File: src/design/mtp_div.sv
// Pipelined restoring divider: one quotient bit per register stage.
// Standalone; used by the mosaic tile placement top level.
`timescale 1ns / 1ps

module mtp_div #(
	parameter int NW = 10,
	parameter int DW = 7
) (
	input  logic          clk,
	input  logic          en,
	input  logic [NW-1:0] num,
	input  logic [DW-1:0] den,
	output logic [NW-1:0] quo,
	output logic [DW-1:0] rem
);

	logic [NW-1:0] nq_s [1:NW];
	logic [DW-1:0] rm_s [1:NW];
	logic [DW-1:0] dn_s [1:NW-1];

	for (genvar i = 0; i < NW; i++) begin : g_step
		logic [NW-1:0] n_in;
		logic [DW-1:0] r_in;
		logic [DW-1:0] d_in;
		logic [DW:0]   t;
		logic [DW:0]   dif;
		logic          ge;

		if (i == 0) begin : g_first
			assign n_in = num;
			assign r_in = '0;
			assign d_in = den;
		end else begin : g_next
			assign n_in = nq_s[i];
			assign r_in = rm_s[i];
			assign d_in = dn_s[i];
		end

		assign t   = {r_in, n_in[NW-1]};
		assign dif = t - {1'b0, d_in};
		assign ge  = (t >= {1'b0, d_in});

		always_ff @(posedge clk) begin
			if (en) begin
				nq_s[i+1] <= {n_in[NW-2:0], ge};
				rm_s[i+1] <= ge ? dif[DW-1:0] : t[DW-1:0];
			end
		end

		if (i < NW - 1) begin : g_den
			always_ff @(posedge clk) begin
				if (en) begin
					dn_s[i+1] <= d_in;
				end
			end
		end
	end

	assign quo = nq_s[NW];
	assign rem = rm_s[NW];

endmodule

File: config.mk
export PLATFORM = sky130hd
export DESIGN_NAME = mtp_div
export DESIGN_NICKNAME = d
export VERILOG_FILES = /design/src/design/mtp_div.sv
export SDC_FILE = /design/constraint.sdc
export NUM_CORES = 1
export LEC_CHECK = 0
export ABC_AREA = 1
export BUFFER_PORTS_ARGS = -buffer_cell sky130_fd_sc_hd__buf_4
export CAP_MARGIN = 40
export CORE_MARGIN = 2
export CORE_UTILIZATION = 28
export CTS_BUF_LIST = sky130_fd_sc_hd__clkbuf_8
export DETAILED_ROUTE_END_ITERATION = 8
export HOLD_SLACK_MARGIN = 0.1
export SYNTH_ARGS = -nofsm -noshare
export SYNTH_HDL_FRONTEND = slang
export SYNTH_SLANG_ARGS = --single-unit
File: constraint.sdc
create_clock -name clk -period 1.9 [get_ports clk]
set_input_delay 0.19 -clock clk [delete_from_list [all_inputs] [get_ports clk]]
set_output_delay 0.19 -clock clk [all_outputs]
set_load 0.01 [all_outputs]
=== Yosys cells after proc, flatten, opt, wreduce, memory -nomap -nowiden ===
Memories as Yosys holds them, arrays and structs flattened.
Index checks and enable logic that the tools add are counted.

* Bits of input ports: 19
* Logic and storage cells: 35
* Flip-flop bits (word level): 0
* ROM bits: 0
* Bits in writable memories: 233
* Memories: 3
* Output and inout port bits: 17
* Latch bits: 0

{| class="wikitable"
|+ Memories
! memory !! depth !! width !! read ports !! clocked after Yosys merged registers in !! wr ports !! RTL line !! RTL
|-
| nq_s || 10 || 10 || 10 || 0 || 10 || 17 || <nowiki>logic [NW-1:0] nq_s [1:NW];</nowiki>
|-
| rm_s || 10 || 7 || 10 || 0 || 10 || 18 || <nowiki>logic [DW-1:0] rm_s [1:NW];</nowiki>
|-
| dn_s || 9 || 7 || 9 || 0 || 9 || 19 || <nowiki>logic [DW-1:0] dn_s [1:NW-1];</nowiki>
|}

* Bitwise operators: 0
* Muxes and demuxes: 12
* Divide/modulo/power cells: 0
* Multipliers: 0
* $add $sub $neg: 10
* Equal/unequal tests: 0
* Shift operators: 0
* Magnitude comparators: 10
* Reductions and logical operators: 0

{| class="wikitable"
|+ Operator list
! operator !! count
|-
| greater-or-equal comparator 8 x 7 -> 1 bit || 9
|-
| two-way mux 7 bit || 10
|-
| subtractor 7 bit || 9
|-
| greater-or-equal comparator 1 x 7 -> 1 bit || 1
|-
| subtractor 1 x 7 -> 7 bit || 1
|-
| two-way mux 1 bit || 2
|}

=== Depth between registers and ports, before layout ===
An unclocked memory read counts as a cell.

* Depth in word-level cells: 3
* Gate-level depth with buffers: 11
* Mapped depth without buffers: 11

=== Worst setup path before layout ===
No wires, ideal clock.

* Path type: reg2reg
* Start point: reg dn_s[0][49] (netlist name)
* End point: reg rm_s[4][5] (netlist name)
* Arrival time: 1.548 ns
* Buffers on the path: 0
* Data required time: 1.647 ns
* Clock period less this slack: 1.802 ns
* Stages on the path, launching flop included: 11
* Slack: 0.098 ns
* Library setup time: 0.253 ns
* Path through: edfxtp_1 ha_1 fa_1 inv_1 nand2_1 nand2_1 nand2_1 o21ai_0 nand2_1 nand3_1 nand2_1

==> flow_metrics.env <==
export IMPL_status="complete, no violations"
export IMPL_antenna_left=0
export IMPL_postPlaceCellArea_um2=13000
export IMPL_initialDrtViolationCount=393
export IMPL_yosysWarnings=0
export IMPL_clkLatencyLatePin_ns=0.58
export IMPL_finalCritPeriodShare=0.987
export IMPL_cts_buffers_inserted=44
export IMPL_crit_type="flip-flop to flip-flop"
export IMPL_cts_max_path_buffers=3
export IMPL_hp_class="input pin to flip-flop"
export IMPL_syn_inst=1116
export IMPL_grt_use_total=0.101
export IMPL_ys_types=19
export IMPL_endpoint="rm_s[1][4]"
export IMPL_dp_cells=1728
export IMPL_timing_rr_start="dn_s[0][7]"
export IMPL_syn_area_per_cell_um2=10.4
export IMPL_syn_num_nets=1209
export IMPL_grt_pass1_vias=8024
export IMPL_endpoint_kind="flip-flop"
export IMPL_reg2regPathDepth=10
export IMPL_fin_area_um2=14500
export IMPL_synth_top_area_cell="edfxtp_1"
export IMPL_slew_headroom=0.696
export IMPL_setup_ws_ns=0.0250
export IMPL_rsz0062_at_grt="true"
export IMPL_cp_startpoint="dn_s[0][7]"
export IMPL_final_cells=1850
export IMPL_vias=7985
export IMPL_fmax_ghz=0.533
export IMPL_r2r_end="rm_s[1][4]"
export IMPL_grt_max_degree=47
export IMPL_start_util=0.285
export IMPL_insertedDiodeCount=0
export IMPL_htreeDepth=2
export IMPL_maxSlewViolCount=0
export IMPL_crit_chain="ha_4, fa_2, inv_2, nand2_2, nand2_2, nand2_2, o21ai_2, nand2_2, nand3_1, nand2_1"
export IMPL_p_per_area_nw_per_um2=1240
export IMPL_syn_to_final_growth_pct=24.0
export IMPL_synth_seq_area_share=0.600
export IMPL_worstPathRequired_ns=2.22
export IMPL_post_route_drc_count=0
export IMPL_finalHoldViolCount=0
export IMPL_pin_count=36
export IMPL_finClkSkew_ns=0.0262
export IMPL_wl_per_cell_um=11.8
export IMPL_cts_clk_slew_worst_paths_ns=0.05
export IMPL_root_buffer="clkbuf_8"
export IMPL_grt_pass1_wl_um=36100
export IMPL_hpwl_um=15100
export IMPL_synth_top_cell_area_share=0.600
export IMPL_finalWirelength_um=21900
export IMPL_place_gp_congestion=0.825
export IMPL_startpoint_type="flip-flop"
export IMPL_tns_ns=0
export IMPL_dp_slack_ns=-0.139
export IMPL_viasPerCell=4.32
export IMPL_setup_viol=0
export IMPL_antenna_found_initial=0
export IMPL_layout_common_cells="nand2_1 (298), edfxtp_1 (233), inv_1 (216)"
export IMPL_period_needed_ns=1.88
export IMPL_die_x_um=208
export IMPL_path_max_fanout=5
export IMPL_rows=74
export IMPL_dr_pass1_iters=4
export IMPL_fp_coreArea_um2=40900
export IMPL_drive_gt1_frac=0.215
export IMPL_cts_tree="built"
export IMPL_peakVddDrop_v=0.000576
export IMPL_dieArea_um2=43300
export IMPL_syn_cell_area_um2=11700
export IMPL_die_height_um=208
export IMPL_fin_nets=1380
export IMPL_ys_ff_latch=233
export IMPL_slowest_delay_ns=0.44
export IMPL_cpMostUsedCell="nand2_2"
export IMPL_reg2reg_slack_ns=0.02
export IMPL_overflow=0
export IMPL_crit_path_top_delay_cell="edfxtp_1"
export IMPL_yosys_top_cells_area="edfxtp_1 (60%), nand2_1 (11%), ha_1 (7.0%), inv_1 (6.8%), nand3_1 (4.5%)"
export IMPL_port_buffers=35
export IMPL_worstMarginPinSlew_ns=0.454
export IMPL_crit_arrival_ns=2.20
export IMPL_final_common_cell="nand2_1"
export IMPL_power_leakage_nw=6.41
export IMPL_clock_sinks=233
export IMPL_maxCapViolations=0
-- cell type report --
cell class	count	area, um2
Tap cell	532	666
Inverter	211	792
Multi-Input combinational cell	674	4170
Timing Repair Buffer	123	1030
Clock buffer	44	606
Fill cell	4095	26500
Clock inverter	33	194
Sequential cell	233	7000
-- cells in the mapped netlist, drive strengths merged --
cell type,instances
a21oi,22
edfxtp,233
inv,211
o21ai,27
xor2,2
nand4,18
ha,65
fa,9
nand3,113
or2,9
nor3,1
nand2,330
xnor2,18
nor4,1
nor2,57
-- registers in the layout, indices dropped and copies added (netlist names) --
register	count
dn_s	63
nq_s	100
rm_s	70
-- worst max-delay path: cells and delay by family (launching register included) --
family	cells	cell delay [ns]
buf+inv	1	0.08
simple gates	6	0.50
fa+ha+maj	2	0.55
flops	1	0.44
compound gates	1	0.07
-- kinds of logic (layout without fill, tap and decap cells) --
family,count (synthesis),after routing,synth area share
fa+ha+maj,74,74,0.0852
xor+xnor,20,20,0.0150
simple gates,529,531,0.202
buf+inv,211,411,0.0679
flops,233,233,0.600
compound gates,49,49,0.0297
-- per-stage QoR --
step | total power [mW] | hold WS (ns) | util
CTS | 17.7 | 0.273 | 0.345
global route | 19.2 | 0.304 | 0.353
finish | 17.9 | 0.339 | 0.353
floorplan | 11.4 | 0.289 | -
detailed placement | 13.0 | 0.370 | 0.317
global placement | 12.8 | 0.370 | 0.317
-- what timing repair did --
action | in CTS | in global routing
hold buffers | 18 | 0
cloned | 0 | 2
endpoints found under the hold margin | 58 | 0
pin swaps | 10 | 38
resized for setup | 21 | 77
buffers inserted | 11 | 14
setup endpoints to repair | 43 | 54
-- where the power goes --
part	internal (mW)	total [mW]	switching (mW)	leakage, nW
Clock	2.43	4.53	2.11	0.464
Combinational	2.52	6.02	3.50	3.67
Sequential	6.85	7.31	0.459	2.28
Total	11.8	17.9	6.07	6.41
-- how the worst min path moves through the flow --
stage | from | end | slack [ns] | cells after the start
6_report | num[2] | nq_s[0][13] | 0.34 | 2
3_3_place_gp | num[1] | nq_s[0][12] | 0.37 | 1
2_1_floorplan | den[3] | dn_s[0][10] | 0.29 | 0
5_1_grt | num[6] | nq_s[0][17] | 0.30 | 2
3_5_place_dp | num[0] | nq_s[0][11] | 0.37 | 1
4_1_cts | num[1] | nq_s[0][12] | 0.27 | 2
-- layer usage --
layer / part of all wire / global-route usage / vias up / routed length [um]
li1: - / - / 4051 / -
met4: 0.037 / 0.0548 / 0 / 810
met2: 0.51 / 0.179 / 129 / 11100
met5: 0 / 0 / - / 0
met1: 0.41 / 0.110 / 3751 / 9030
met3: 0.042 / 0.0258 / 54 / 929
Power figures use the tool's default switching activity.
